--- config.mk ---
export PLATFORM = sky130hd
export DESIGN_NAME = ring_election_node
export DESIGN_NICKNAME = d
export VERILOG_FILES = /design/src/ren_pkg.sv /design/src/ren_front.sv /design/src/ren_engine.sv /design/src/ring_election_node.sv
export SDC_FILE = /design/constraint.sdc
export NUM_CORES = 2
export LEC_CHECK = 0
export BUFFER_PORTS_ARGS = -buffer_cell sky130_fd_sc_hd__buf_2
export CORE_MARGIN = 10
export CORE_UTILIZATION = 50
export DETAILED_ROUTE_END_ITERATION = 6
export PLACE_DENSITY = 0.73
export RECOVER_POWER = 25
export SETUP_SLACK_MARGIN = 0.1
export SYNTH_ARGS = -nofsm -noshare
export SYNTH_HDL_FRONTEND = slang
export SYNTH_SLANG_ARGS = --single-unit
--- constraint.sdc ---
create_clock -name clk -period 10.3 [get_ports clk]
set_clock_uncertainty 0.15 [all_clocks]
set_input_delay 1.545 -clock clk [delete_from_list [all_inputs] [get_ports clk]]
set_output_delay 1.545 -clock clk [all_outputs]
set_load 0.02 [all_outputs]
--- src/ren_pkg.sv ---
//------------------------------------------------------------------------------
// ren_pkg: ring election node shared types and constants
// Operation and message codes, register indexes, queue entry type.
//------------------------------------------------------------------------------
`default_nettype none
package ren_pkg;
    localparam int ID_BITS_DEF = 16;

    typedef enum logic [3:0] {
        OP_TICK = 4'd0, OP_HEARTBEAT = 4'd1, OP_DEATH = 4'd2, OP_ELECTION = 4'd3,
        OP_VICTORY = 4'd4, OP_COUNT = 4'd5, OP_CHANGE_NEXT = 4'd6,
        OP_PING = 4'd7, OP_START = 4'd8
    } op_t;

    localparam logic [2:0] MK_HEARTBEAT = 3'd0;
    localparam logic [2:0] MK_DEATH     = 3'd1;
    localparam logic [2:0] MK_ELECTION  = 3'd2;
    localparam logic [2:0] MK_VICTORY   = 3'd3;
    localparam logic [2:0] MK_COUNT     = 3'd4;
    localparam logic [2:0] MK_PING_REP  = 3'd5;
    localparam logic [2:0] MK_COUNT_END = 3'd6;

    localparam logic [2:0] REG_SELF_ID    = 3'd0;
    localparam logic [2:0] REG_HB_GAP     = 3'd1;
    localparam logic [2:0] REG_HB_TIMEOUT = 3'd2;
    localparam logic [2:0] REG_DEATH_GAP  = 3'd3;
    localparam logic [2:0] REG_RELAY_TO   = 3'd4;
    localparam logic [2:0] REG_COUNT_GAP  = 3'd5;

    typedef struct packed {
        logic [3:0]  operation;
        logic [15:0] sender_id;
        logic [31:0] msg_time;
        logic [15:0] arg_a;
        logic [15:0] arg_b;
    } item_t;

    typedef struct packed {
        logic [2:0]  msg_kind;
        logic [15:0] dest_id;
        logic [31:0] out_time;
        logic [15:0] out_a;
        logic [15:0] out_b;
        logic        last;
    } msg_t;
endpackage
`default_nettype wire

--- src/ren_front.sv ---
//------------------------------------------------------------------------------
// ren_front: input stage
// Registers accepted items into a two-entry queue towards the node engine.
//------------------------------------------------------------------------------
`default_nettype none
module ren_front
(
    input  wire logic          clk,
    input  wire logic          rst_n,
    input  wire logic          in_valid,
    output logic               in_ready,
    input  wire ren_pkg::item_t in_item,
    output logic               q_valid,
    input  wire logic          q_ready,
    output ren_pkg::item_t     q_item
);
    import ren_pkg::*;

    item_t       mem_reg [2];
    logic        wr_ptr_reg, rd_ptr_reg;
    logic [1:0]  cnt_reg;
    logic        push, pop;

    assign in_ready = (cnt_reg != 2'd2);
    assign q_valid  = (cnt_reg != 2'd0);
    assign q_item   = mem_reg[rd_ptr_reg];
    assign push     = in_valid && in_ready;
    assign pop      = q_valid && q_ready;

    always_ff @(posedge clk)
    begin
        if (push)
        begin
            mem_reg[wr_ptr_reg] <= in_item;
        end
    end

    always_ff @(posedge clk or negedge rst_n)
    begin
        if (!rst_n)
        begin
            wr_ptr_reg <= 1'b0;
            rd_ptr_reg <= 1'b0;
            cnt_reg    <= 2'd0;
        end
        else
        begin
            if (push) wr_ptr_reg <= ~wr_ptr_reg;
            if (pop)  rd_ptr_reg <= ~rd_ptr_reg;
            cnt_reg <= cnt_reg + {1'b0, push} - {1'b0, pop};
        end
    end

    a_no_overflow: assert property (@(posedge clk) disable iff (!rst_n)
        cnt_reg == 2'd2 |-> !in_ready)
        else $error("queue overflow");
    a_cnt_range: assert property (@(posedge clk) disable iff (!rst_n)
        cnt_reg != 2'd3)
        else $error("queue count out of range");
    a_pop_nonempty: assert property (@(posedge clk) disable iff (!rst_n)
        pop |-> cnt_reg != 2'd0)
        else $error("pop from empty queue");
endmodule
`default_nettype wire

--- src/ren_engine.sv ---
//------------------------------------------------------------------------------
// ren_engine: node state and message generation
// Takes one queued item, updates state and emits up to three messages in turn.
//------------------------------------------------------------------------------
`default_nettype none
module ren_engine
#(
    parameter int ID_BITS = ren_pkg::ID_BITS_DEF
)
(
    input  wire logic           clk,
    input  wire logic           rst_n,
    input  wire logic           cfg_we,
    input  wire logic [2:0]     cfg_index,
    input  wire logic [31:0]    cfg_data,
    input  wire logic           q_valid,
    output logic                q_ready,
    input  wire ren_pkg::item_t q_item,
    output logic                out_valid,
    input  wire logic           out_ready,
    output ren_pkg::msg_t       out_msg
);
    import ren_pkg::*;

    localparam logic [15:0] ID_MASK = 16'((33'd1 << ID_BITS) - 33'd1);

    logic [15:0] self_id_reg;
    logic [31:0] hb_gap_reg, hb_to_reg, death_gap_reg, relay_to_reg, count_gap_reg;
    logic [31:0] local_time_reg, hb_rx_reg, hb_tx_reg, death_t_reg, count_t_reg;
    logic [15:0] next_reg, coord_reg, hb_sender_reg, ring_size_reg;
    logic        head_reg, counting_reg;

    // pending tick messages: heartbeat, death, count
    logic [2:0]  pend_reg;
    msg_t        pm_reg [3];
    logic        out_valid_reg;
    msg_t        out_reg;

    logic        busy, load, take;
    logic [31:0] lt1;
    logic [15:0] a_m, b_m, snd_m;
    logic        hb_fire, dead, death_fire, cnt_fire;
    logic [15:0] cnt_dest;

    assign busy      = (pend_reg != 3'd0);
    assign out_valid = out_valid_reg;
    assign out_msg   = out_reg;
    assign take      = !out_valid_reg || out_ready;
    assign q_ready   = !busy && take;
    assign load      = q_valid && q_ready;

    assign lt1   = local_time_reg + 32'd1;
    assign a_m   = q_item.arg_a & ID_MASK;
    assign b_m   = q_item.arg_b & ID_MASK;
    assign snd_m = q_item.sender_id & ID_MASK;
    assign hb_fire    = (lt1 - hb_tx_reg) > hb_gap_reg;
    assign dead       = ((lt1 - hb_rx_reg) > hb_to_reg) && ((lt1 - death_t_reg) > death_gap_reg);
    assign death_fire = dead && (next_reg != hb_sender_reg);
    assign cnt_fire   = (self_id_reg == coord_reg) && !counting_reg
                        && ((lt1 - count_t_reg) > count_gap_reg);
    // count message goes to the new next node when the ring closes on itself
    assign cnt_dest   = (dead && !death_fire) ? self_id_reg : next_reg;

    always_ff @(posedge clk or negedge rst_n)
    begin
        if (!rst_n)
        begin
            self_id_reg <= 16'd1; hb_gap_reg <= 32'd100; hb_to_reg <= 32'd500;
            death_gap_reg <= 32'd200; relay_to_reg <= 32'd1000; count_gap_reg <= 32'd1000;
            local_time_reg <= '0; hb_rx_reg <= '0; hb_tx_reg <= '0;
            death_t_reg <= '0; count_t_reg <= '0;
            next_reg <= '0; coord_reg <= '0; hb_sender_reg <= '0; ring_size_reg <= '0;
            head_reg <= 1'b0; counting_reg <= 1'b0;
            pend_reg <= 3'd0; out_valid_reg <= 1'b0;
        end
        else
        begin
            if (cfg_we)
            begin
                unique case (cfg_index)
                    REG_SELF_ID:    self_id_reg <= cfg_data[15:0] & ID_MASK;
                    REG_HB_GAP:     hb_gap_reg <= cfg_data;
                    REG_HB_TIMEOUT: hb_to_reg <= cfg_data;
                    REG_DEATH_GAP:  death_gap_reg <= cfg_data;
                    REG_RELAY_TO:   relay_to_reg <= cfg_data;
                    REG_COUNT_GAP:  count_gap_reg <= cfg_data;
                    default: ;
                endcase
            end
            if (out_valid_reg && out_ready)
                out_valid_reg <= 1'b0;
            if (busy && take)
            begin
                // drain pending tick messages lowest first
                out_valid_reg <= 1'b1;
                if (pend_reg[0])
                begin
                    out_reg <= pm_reg[0];
                    out_reg.last <= (pend_reg[2:1] == 2'b00);
                    pend_reg[0] <= 1'b0;
                end
                else if (pend_reg[1])
                begin
                    out_reg <= pm_reg[1];
                    out_reg.last <= !pend_reg[2];
                    pend_reg[1] <= 1'b0;
                end
                else
                begin
                    out_reg <= pm_reg[2];
                    out_reg.last <= 1'b1;
                    pend_reg[2] <= 1'b0;
                end
            end
            if (load)
            begin
                out_reg.last <= 1'b1;
                out_reg.out_time <= local_time_reg;
                out_reg.dest_id <= next_reg;
                case (q_item.operation)
                    OP_TICK:
                    begin
                        local_time_reg <= lt1;
                        pm_reg[0] <= '{MK_HEARTBEAT, next_reg, lt1, self_id_reg, 16'd0, 1'b0};
                        pm_reg[1] <= '{MK_DEATH, next_reg, lt1, hb_sender_reg, self_id_reg, 1'b0};
                        pm_reg[2] <= '{MK_COUNT, cnt_dest, lt1, self_id_reg, 16'd0, 1'b0};
                        pend_reg <= {cnt_fire, death_fire, hb_fire};
                        if (hb_fire) hb_tx_reg <= lt1;
                        if (death_fire) death_t_reg <= lt1;
                        if (dead && !death_fire)
                        begin
                            head_reg <= 1'b1;
                            next_reg <= self_id_reg;
                        end
                        if (cnt_fire)
                        begin
                            count_t_reg <= lt1;
                            counting_reg <= 1'b1;
                        end
                    end
                    OP_HEARTBEAT:
                    begin
                        hb_rx_reg <= q_item.msg_time;
                        hb_sender_reg <= snd_m;
                    end
                    OP_DEATH:
                    begin
                        if (next_reg == a_m)
                        begin
                            next_reg <= b_m;
                            out_reg.dest_id <= b_m;
                            out_reg.msg_kind <= MK_ELECTION;
                            out_reg.out_a <= self_id_reg;
                            out_reg.out_b <= self_id_reg;
                            out_valid_reg <= (next_reg == coord_reg);
                        end
                        else
                        begin
                            out_reg.msg_kind <= MK_DEATH;
                            out_reg.out_time <= q_item.msg_time;
                            out_reg.out_a <= a_m;
                            out_reg.out_b <= b_m;
                            out_valid_reg <= (self_id_reg != b_m)
                                && ((local_time_reg - q_item.msg_time) <= relay_to_reg);
                        end
                    end
                    OP_ELECTION:
                    begin
                        out_valid_reg <= 1'b1;
                        if (a_m == self_id_reg)
                        begin
                            counting_reg <= 1'b0;
                            ring_size_reg <= '0;
                            coord_reg <= b_m;
                            out_reg.msg_kind <= MK_VICTORY;
                            out_reg.out_a <= self_id_reg;
                            out_reg.out_b <= b_m;
                        end
                        else
                        begin
                            out_reg.msg_kind <= MK_ELECTION;
                            out_reg.out_a <= a_m;
                            out_reg.out_b <= (b_m > self_id_reg) ? b_m : self_id_reg;
                        end
                    end
                    OP_VICTORY:
                    begin
                        out_reg.msg_kind <= MK_VICTORY;
                        out_reg.out_a <= a_m;
                        out_reg.out_b <= b_m;
                        out_valid_reg <= (a_m != self_id_reg);
                        if (a_m != self_id_reg)
                        begin
                            counting_reg <= 1'b0;
                            ring_size_reg <= '0;
                            coord_reg <= b_m;
                        end
                    end
                    OP_COUNT:
                    begin
                        out_reg.out_a <= a_m;
                        if (self_id_reg == coord_reg)
                        begin
                            out_reg.msg_kind <= MK_COUNT_END;
                            out_reg.out_b <= q_item.arg_b;
                            out_valid_reg <= (a_m == coord_reg);
                            if (a_m == coord_reg)
                            begin
                                counting_reg <= 1'b0;
                                ring_size_reg <= q_item.arg_b;
                            end
                        end
                        else
                        begin
                            out_reg.msg_kind <= MK_COUNT;
                            out_reg.out_b <= q_item.arg_b + 16'd1;
                            out_valid_reg <= 1'b1;
                        end
                    end
                    OP_CHANGE_NEXT: next_reg <= a_m;
                    OP_PING:
                    begin
                        out_reg.msg_kind <= MK_PING_REP;
                        out_reg.dest_id <= snd_m;
                        out_reg.out_a <= self_id_reg;
                        out_reg.out_b <= 16'd0;
                        out_valid_reg <= 1'b1;
                    end
                    OP_START:
                    begin
                        out_reg.msg_kind <= MK_ELECTION;
                        out_reg.out_a <= self_id_reg;
                        out_reg.out_b <= self_id_reg;
                        out_valid_reg <= 1'b1;
                    end
                    default: ;
                endcase
            end
        end
    end

    a_no_load_busy: assert property (@(posedge clk) disable iff (!rst_n)
        busy |-> !q_ready)
        else $error("item taken while tick messages pending");
    a_hold_out: assert property (@(posedge clk) disable iff (!rst_n)
        out_valid && !out_ready |=> out_valid && $stable(out_msg))
        else $error("result dropped while stalled");
    a_pend_shrinks: assert property (@(posedge clk) disable iff (!rst_n)
        busy && take |=> $countones(pend_reg) == $countones($past(pend_reg)) - 1)
        else $error("pending message lost");
endmodule
`default_nettype wire

--- src/ring_election_node.sv ---
//------------------------------------------------------------------------------
// ring_election_node: one node of a ring leader election
// Input queue in front of the node engine.
//------------------------------------------------------------------------------
// channel  dir  tdata (low bit up)                             tuser
// s_axis   in   sender_id, msg_time, arg_a, arg_b (80 bits)   operation (4)
// m_axis   out  dest_id, out_time, out_a, out_b (80 bits)     msg_kind (3); tlast=last
// cfg      in   cfg_we, cfg_index, cfg_data (32)
// An item is accepted each cycle while the queue has room; a tick yielding
// messages holds the engine while it first classifies the tick, then sends one
// message per cycle, unless the output stalls, through the single output register.
// Other items, and ticks with no message, do not hold the engine. Reset clears
// the queue pointers and count, configuration and node state at once; a stalled
// output holds the engine, the queue absorbs two further items.
//------------------------------------------------------------------------------
`default_nettype none
module ring_election_node
#(
    parameter int ID_BITS = ren_pkg::ID_BITS_DEF
)
(
    input  wire logic        clk,
    input  wire logic        rst_n,
    input  wire logic        cfg_we,
    input  wire logic [2:0]  cfg_index,
    input  wire logic [31:0] cfg_data,
    input  wire logic        s_axis_tvalid,
    output logic             s_axis_tready,
    input  wire logic [79:0] s_axis_tdata,  // sender_id, msg_time, arg_a, arg_b
    input  wire logic [3:0]  s_axis_tuser,  // operation
    output logic             m_axis_tvalid,
    input  wire logic        m_axis_tready,
    output logic [79:0]      m_axis_tdata,  // dest_id, out_time, out_a, out_b
    output logic [2:0]       m_axis_tuser,  // msg_kind
    output logic             m_axis_tlast
);
    import ren_pkg::*;

    item_t in_item, q_item;
    msg_t  out_msg;
    logic  q_valid, q_ready;

    assign in_item = '{s_axis_tuser, s_axis_tdata[15:0], s_axis_tdata[47:16],
                       s_axis_tdata[63:48], s_axis_tdata[79:64]};

    ren_front u_front (
        .clk(clk), .rst_n(rst_n),
        .in_valid(s_axis_tvalid), .in_ready(s_axis_tready), .in_item(in_item),
        .q_valid(q_valid), .q_ready(q_ready), .q_item(q_item)
    );

    ren_engine #(.ID_BITS(ID_BITS)) u_engine (
        .clk(clk), .rst_n(rst_n),
        .cfg_we(cfg_we), .cfg_index(cfg_index), .cfg_data(cfg_data),
        .q_valid(q_valid), .q_ready(q_ready), .q_item(q_item),
        .out_valid(m_axis_tvalid), .out_ready(m_axis_tready), .out_msg(out_msg)
    );

    assign m_axis_tdata = {out_msg.out_b, out_msg.out_a, out_msg.out_time, out_msg.dest_id};
    assign m_axis_tuser = out_msg.msg_kind;
    assign m_axis_tlast = out_msg.last;
endmodule
`default_nettype wire

# == Word level (Yosys, flattened, before mapping) ==
# Memory sizes are Yosys's and may differ from the RTL's.
# Index checks and enable logic that the tools add are counted.
# totals
memories,2
register_bits,477
word_cells,159
mem_bits_rw,414
output_inout_bits,86
input_bits,124
# classes
reduce_logical,43
magnitude_cmp,6
eq_ne,27
muxes,44
bitwise,2
n_addsub,9
# mem_list
name,depth,width,read_ports,rd_ports_with_merged_regs,wr,line_no,rtl
u_engine.pm_reg,3,82,3,0,3,ren_engine.sv:35,msg_t pm_reg [3];
u_front.mem_reg,2,84,1,0,1,ren_front.sv:19,item_t mem_reg [2];
# ops
cell,n
84-bit two-way mux,4
32-bit one-hot mux with 6 select lines,1
32-bit subtractor,5
32-bit > comparator,4
32-bit two-way mux,4
16-bit two-way mux,6
16-bit equality test,5
16-bit one-hot mux with 2 select lines,2
16-bit inequality test,3
16-bit one-hot mux with 3 select lines,1
32-bit by 1-bit adder with 32-bit output (second input constant),1
32-bit less-or-equal comparator,1
2-bit AND reduction,10
3-bit one-hot mux with 6 select lines,1
1-bit two-way mux,17
16-bit by 1-bit adder with 16-bit output (second input constant),1
4-bit by 3-bit equality test with 1-bit output (second input constant),4
16-bit > comparator,1
1-bit logical AND,12
2-bit by 1-bit inequality test with 1-bit output (second input constant),5
3-bit two-way mux,3
3-bit AND reduction,3
4-bit by 2-bit equality test with 1-bit output (second input constant),2
1-bit one-hot mux with 4 select lines,2
21 further kinds,33

# == Depth between registers and ports, before layout ==
# logic_depth
depth_word,9
ltp_mapped,29
depth_no_buf,27

# == By module ==
# From an unflattened synthesis, not the netlist that was laid out.
# hier_totals
cells_unflattened,4177
hier_area_um2,43790.7
# by_module_without_submodules
mod,instances,area_per_inst_um2,cells_each,seq_area_each_um2
ren_engine,1,37524.7,3899,15170.8
ren_front,1,6266.0,278,5144.9

# == Worst setup path before layout ==
# No wires, ideal clock.
# synth_path
path_type,register to register
startpoint,register u_engine.local_time_reg[0]
endpoint,memory u_engine.pm_reg[0][228] (netlist name) (data pin)
path_buffers,1
setup_ps,260
arrival_time_ps,6211
stages_incl_launch_ff,24
period_less_slack_ps,6621
t_required_ps,9890
path_slack_ps,3679
path_cell_list,dfrtp_1 nand3_1 nor2_1 nand3_1 nor2_1 nand3_1 xnor2_1 ha_1 a21o_1 a21oi_1 o21ai_0 a221o_1 a31oi_4 o21ai_1 or4_1 and3_1 ha_1 nand4_1 or3_1 o221a_2 o31a_1 nor3_1 clkbuf_1 mux2_2
# synth_rtl
element,line_no,rtl
"start, declared",ren_engine.sv:29,"logic [31:0] local_time_reg, hb_rx_reg, hb_tx_reg, death_t_reg, count_t_reg;"
"start signal, assigned",ren_engine.sv:123,local_time_reg <= lt1;
"end, declared",ren_engine.sv:35,

# == Worst setup path after layout ==
# layout_path
startpoint,register u_engine.local_time_reg[0]
endpoint,register u_engine.count_t_reg[21]
# layout_via
elab_chain_len,5
# layout_lines
element,line_no,rtl
32-bit by 1-bit adder with 32-bit output,ren_engine.sv:52,assign lt1 = local_time_reg + 32'd1;
named net u_engine.lt1[10],ren_engine.sv:40,logic [31:0] lt1;
32-bit subtractor,ren_engine.sv:60,&& ((lt1 - count_t_reg) > count_gap_reg);
32-bit > comparator,ren_engine.sv:60,
1-bit logical AND,ren_engine.sv:60,
3-bit AND reduction (no source line),n/a,
"end signal, assigned",ren_engine.sv:137,count_t_reg <= lt1;
"end, declared",ren_engine.sv:29,
# The timed path passes the listed nets, and every way through them passes these cells.
# A chain may end at the register's enable or synchronous reset.

==> out/metrics.cfg <==
[yosys]
async_flop_share = 0.530
synth_top_area_frac = 0.241
synth_fa_ha_area_frac = 0.0991
netlist_area_mm2 = 0.0434
syn_avg_cell_area_um2 = 10.3
synthFlopType = dfrtp_1
synth_nets = 4683
synth-edff-count = 348
ys_top_cells_by_area = edfxtp_1 24%, dfrtp_1 21%, ha_1 9.7%
yosys.area_share.simple = 0.105
synth_top_family_by_area = compound AO/OA/AOI/OAI gates
synth-xor-area-share = 0.0595
synth_common_cells = 368 x dfrtp_1, 359 x inv_1, 348 x edfxtp_1
yosysTopAreaCell = edfxtp_1
synth.area.mux_share = 0.0699
synth-seq-cells = 741
synth_compound_area_frac = 0.152
ys_types = 86
seq_area_frac_synth = 0.468
syn_inst = 4219
yosysMostFrequentCell = dfrtp_1
synth_warnings = 0

[global_routing]
grt_use_met2 = 0.434
grt_pass1_wl_um = 200000
use_met3 = 0.0406
grt-ovfl-total = 0
grt-busiest-layer = met2
gr-usage-all-layers = 0.265
grt_max_degree = 70
grt_pass1_vias = 32900
antenna_found_initial = 9
grtUsageMet1 = 0.341

[clocking]
cts_tree = yes
clkTransAtPathRegs_ps = 60
cts_buffers = 81
cts_htree_levels = 3
clkLatencyLatePin_ps = 670
cts_root_buf = clkbuf_16
clockBufferDepth = 3
cts_resized = 0
hold_buffers = 0
cts_setup_buffers = 0
cts_num_sinks = 741

[sta]
setup_slack_ps = 1670
fin_crit_ps = 8630
holdWs_ps = 348
final_max_slew_viol_count = 228
max_slew_margin = -1.12
tightest_slew_ps = 3180
rsz0062_at_grt = no
setup_viol = 0
fmax_ghz = 0.116
hold_violations = 0
fin_setup_tns_ps = 0
period_share = 0.838

[place]
hpwlAfterDp_um = 100000
place_area_mm2 = 0.0460
io_buffers = 209
gp_congestion = 1.01
dp_slack_ps = 1650
dpl.cell_count = 5502

[worst_setup_path]
required_ps = 10710
reg2regPathDepth = 24
worstPathMaxFanout = 37
reg2reg_from = u_engine.local_time_reg[0]$_DFFE_PN0P_
critPathLaunchType = flip-flop
crit_arrival_ps = 9050
cp-end-kind = flip-flop
critical_path_class = flip-flop to flip-flop
worstSetupStartpoint = u_engine.local_time_reg[0]$_DFFE_PN0P_

[detailed_routing]
firstDrtPassIters = 7
via_count = 33800
drt_iter0_markers = 3492
postRouteAntennaNets = 0
vias_per_cell = 5.98
wl_per_cell_um = 23.8
drcViolationCount = 0
totalWireLength_um = 134000

[final_layout]
fin_nets = 4894
fin_area_mm2 = 0.0487
fillers = 7401
regArea_mm2 = 0.0203
final_cell_count_no_fill = 5662
multi_input_area_mm2 = 0.0212
post-route-util = 0.563
drive_gt1_frac = 0.132
largest_reg_flops = 168
syn2layout_area_growth_pct = 12.0

[die]
io_pins = 210
die_w_um = 315
coreArea_mm2 = 0.0865
rows = 108
start_util = 0.502
dieHeight_um = 315
die_area_mm2 = 0.0990

[power]
p_leak_nw = 21.4
p_per_area_mw_per_mm2 = 259
peakVddDrop_mv = 0.167
power_mw = 12.6

[flow_run]
maxCapViolations = 5

[worst_hold_path]
hold_start = u_engine.hb_sender_reg[2]$_DFFE_PN0P_
hold_path_class = flip-flop to flip-flop
whs_path_depth = 0

[run_status]
violations = capacitance limit, slew limit
status = finished, violations left

-- cell usage in the layout (no fill, tap or decap), types with 27 or more instances in the layout --
cell type,n
clkbuf_16,81
nand2b_1,36
clkbuf_1,91
mux2_2,150
mux2i_1,101
nor3_1,35
buf_2,148
nand3_1,62
inv_1,359
xnor2_1,190
o21a_1,45
ha_1,335
nand2_1,319
nor4_1,27
dfrtp_1,367
nand4_1,58
xor2_1,105
a221oi_1,31
nor2_1,285
a21o_1,125
buf_4,74
o21ai_0,325
a21oi_1,323
o22ai_1,34
nor2b_1,43
edfxtp_1,348
-- critical path, stage by stage, from the launching register on --
cell and delay (ps):
dfrtp_1 520, ha_1 270, nand3_1 150, nor4_2 660, xnor2_1 450, ha_1 440
a21oi_1 310, o2111ai_1 160, a31oi_1 280, o21ai_0 210, o31ai_1 660, a41oi_1 350
a221oi_1 410, o21ba_2 190, xnor2_1 60, ha_1 280, and3_1 140, nand3_1 120
nor4_1 580, a221oi_1 160, a21oi_1 640, and2_2 710, buf_4 390, nand2_1 100
o21ai_0 90
-- power breakdown --
group | leakage, nW | internal [mW] | total (mW) | switching [mW]
clock network | 1.37 | 1.78 | 3.06 | 1.28
logic | 12.1 | 1.95 | 5.17 | 3.22
registers | 7.95 | 3.88 | 4.38 | 0.498
-- per-layer routing --
layer | vias to the layer above | part of all wire | routed length [um]
li1 | 15500 | - | -
met1 | 16500 | 0.41 | 54900
met2 | 1500 | 0.46 | 62500
met3 | 333 | 0.076 | 10200
met4 | 0 | 0.051 | 6850
met5 | - | 0 | 0
-- cell type report --
cell class / instances / area share
multi-input cells: 2952 / 0.435
flip-flops and latches: 741 / 0.418
clock buffers: 108 / 0.0452
repair buffers: 294 / 0.0322
well taps: 1155 / 0.0297
inverters: 360 / 0.0278
clock inverters: 44 / 0.0117
diodes: 8 / 0.000411
-- cell families (layout without fill, tap and decap cells) --
kind of cell / Yosys count / after routing
AO/OA/AOI/OAI: 1079 / 1079
AND/OR/NAND/NOR: 969 / 969
flip-flops: 741 / 741
buffers and inverters: 526 / 806
adder cells (fa/ha/maj): 341 / 341
XOR/XNOR: 295 / 295
multiplexers: 268 / 268
other: 0 / 8
-- worst paths after layout --
check	end	slack [ps]
setup / recovery	u_engine.count_t_reg[21]$_DFFE_PN0P_	1670
hold / removal	u_engine.pm_reg[0][100]$_DFFE_PP_	350
setup reg to reg	u_engine.count_t_reg[21]$_DFFE_PN0P_	1670
hold reg to reg	u_engine.pm_reg[0][100]$_DFFE_PP_	350
max in group asynchronous	u_engine.death_gap_reg[2]$_DFFE_PN0P_	3920
min in group asynchronous	u_engine.hb_sender_reg[12]$_DFFE_PN0P_	1700
(Power assumes the default switching activity.)
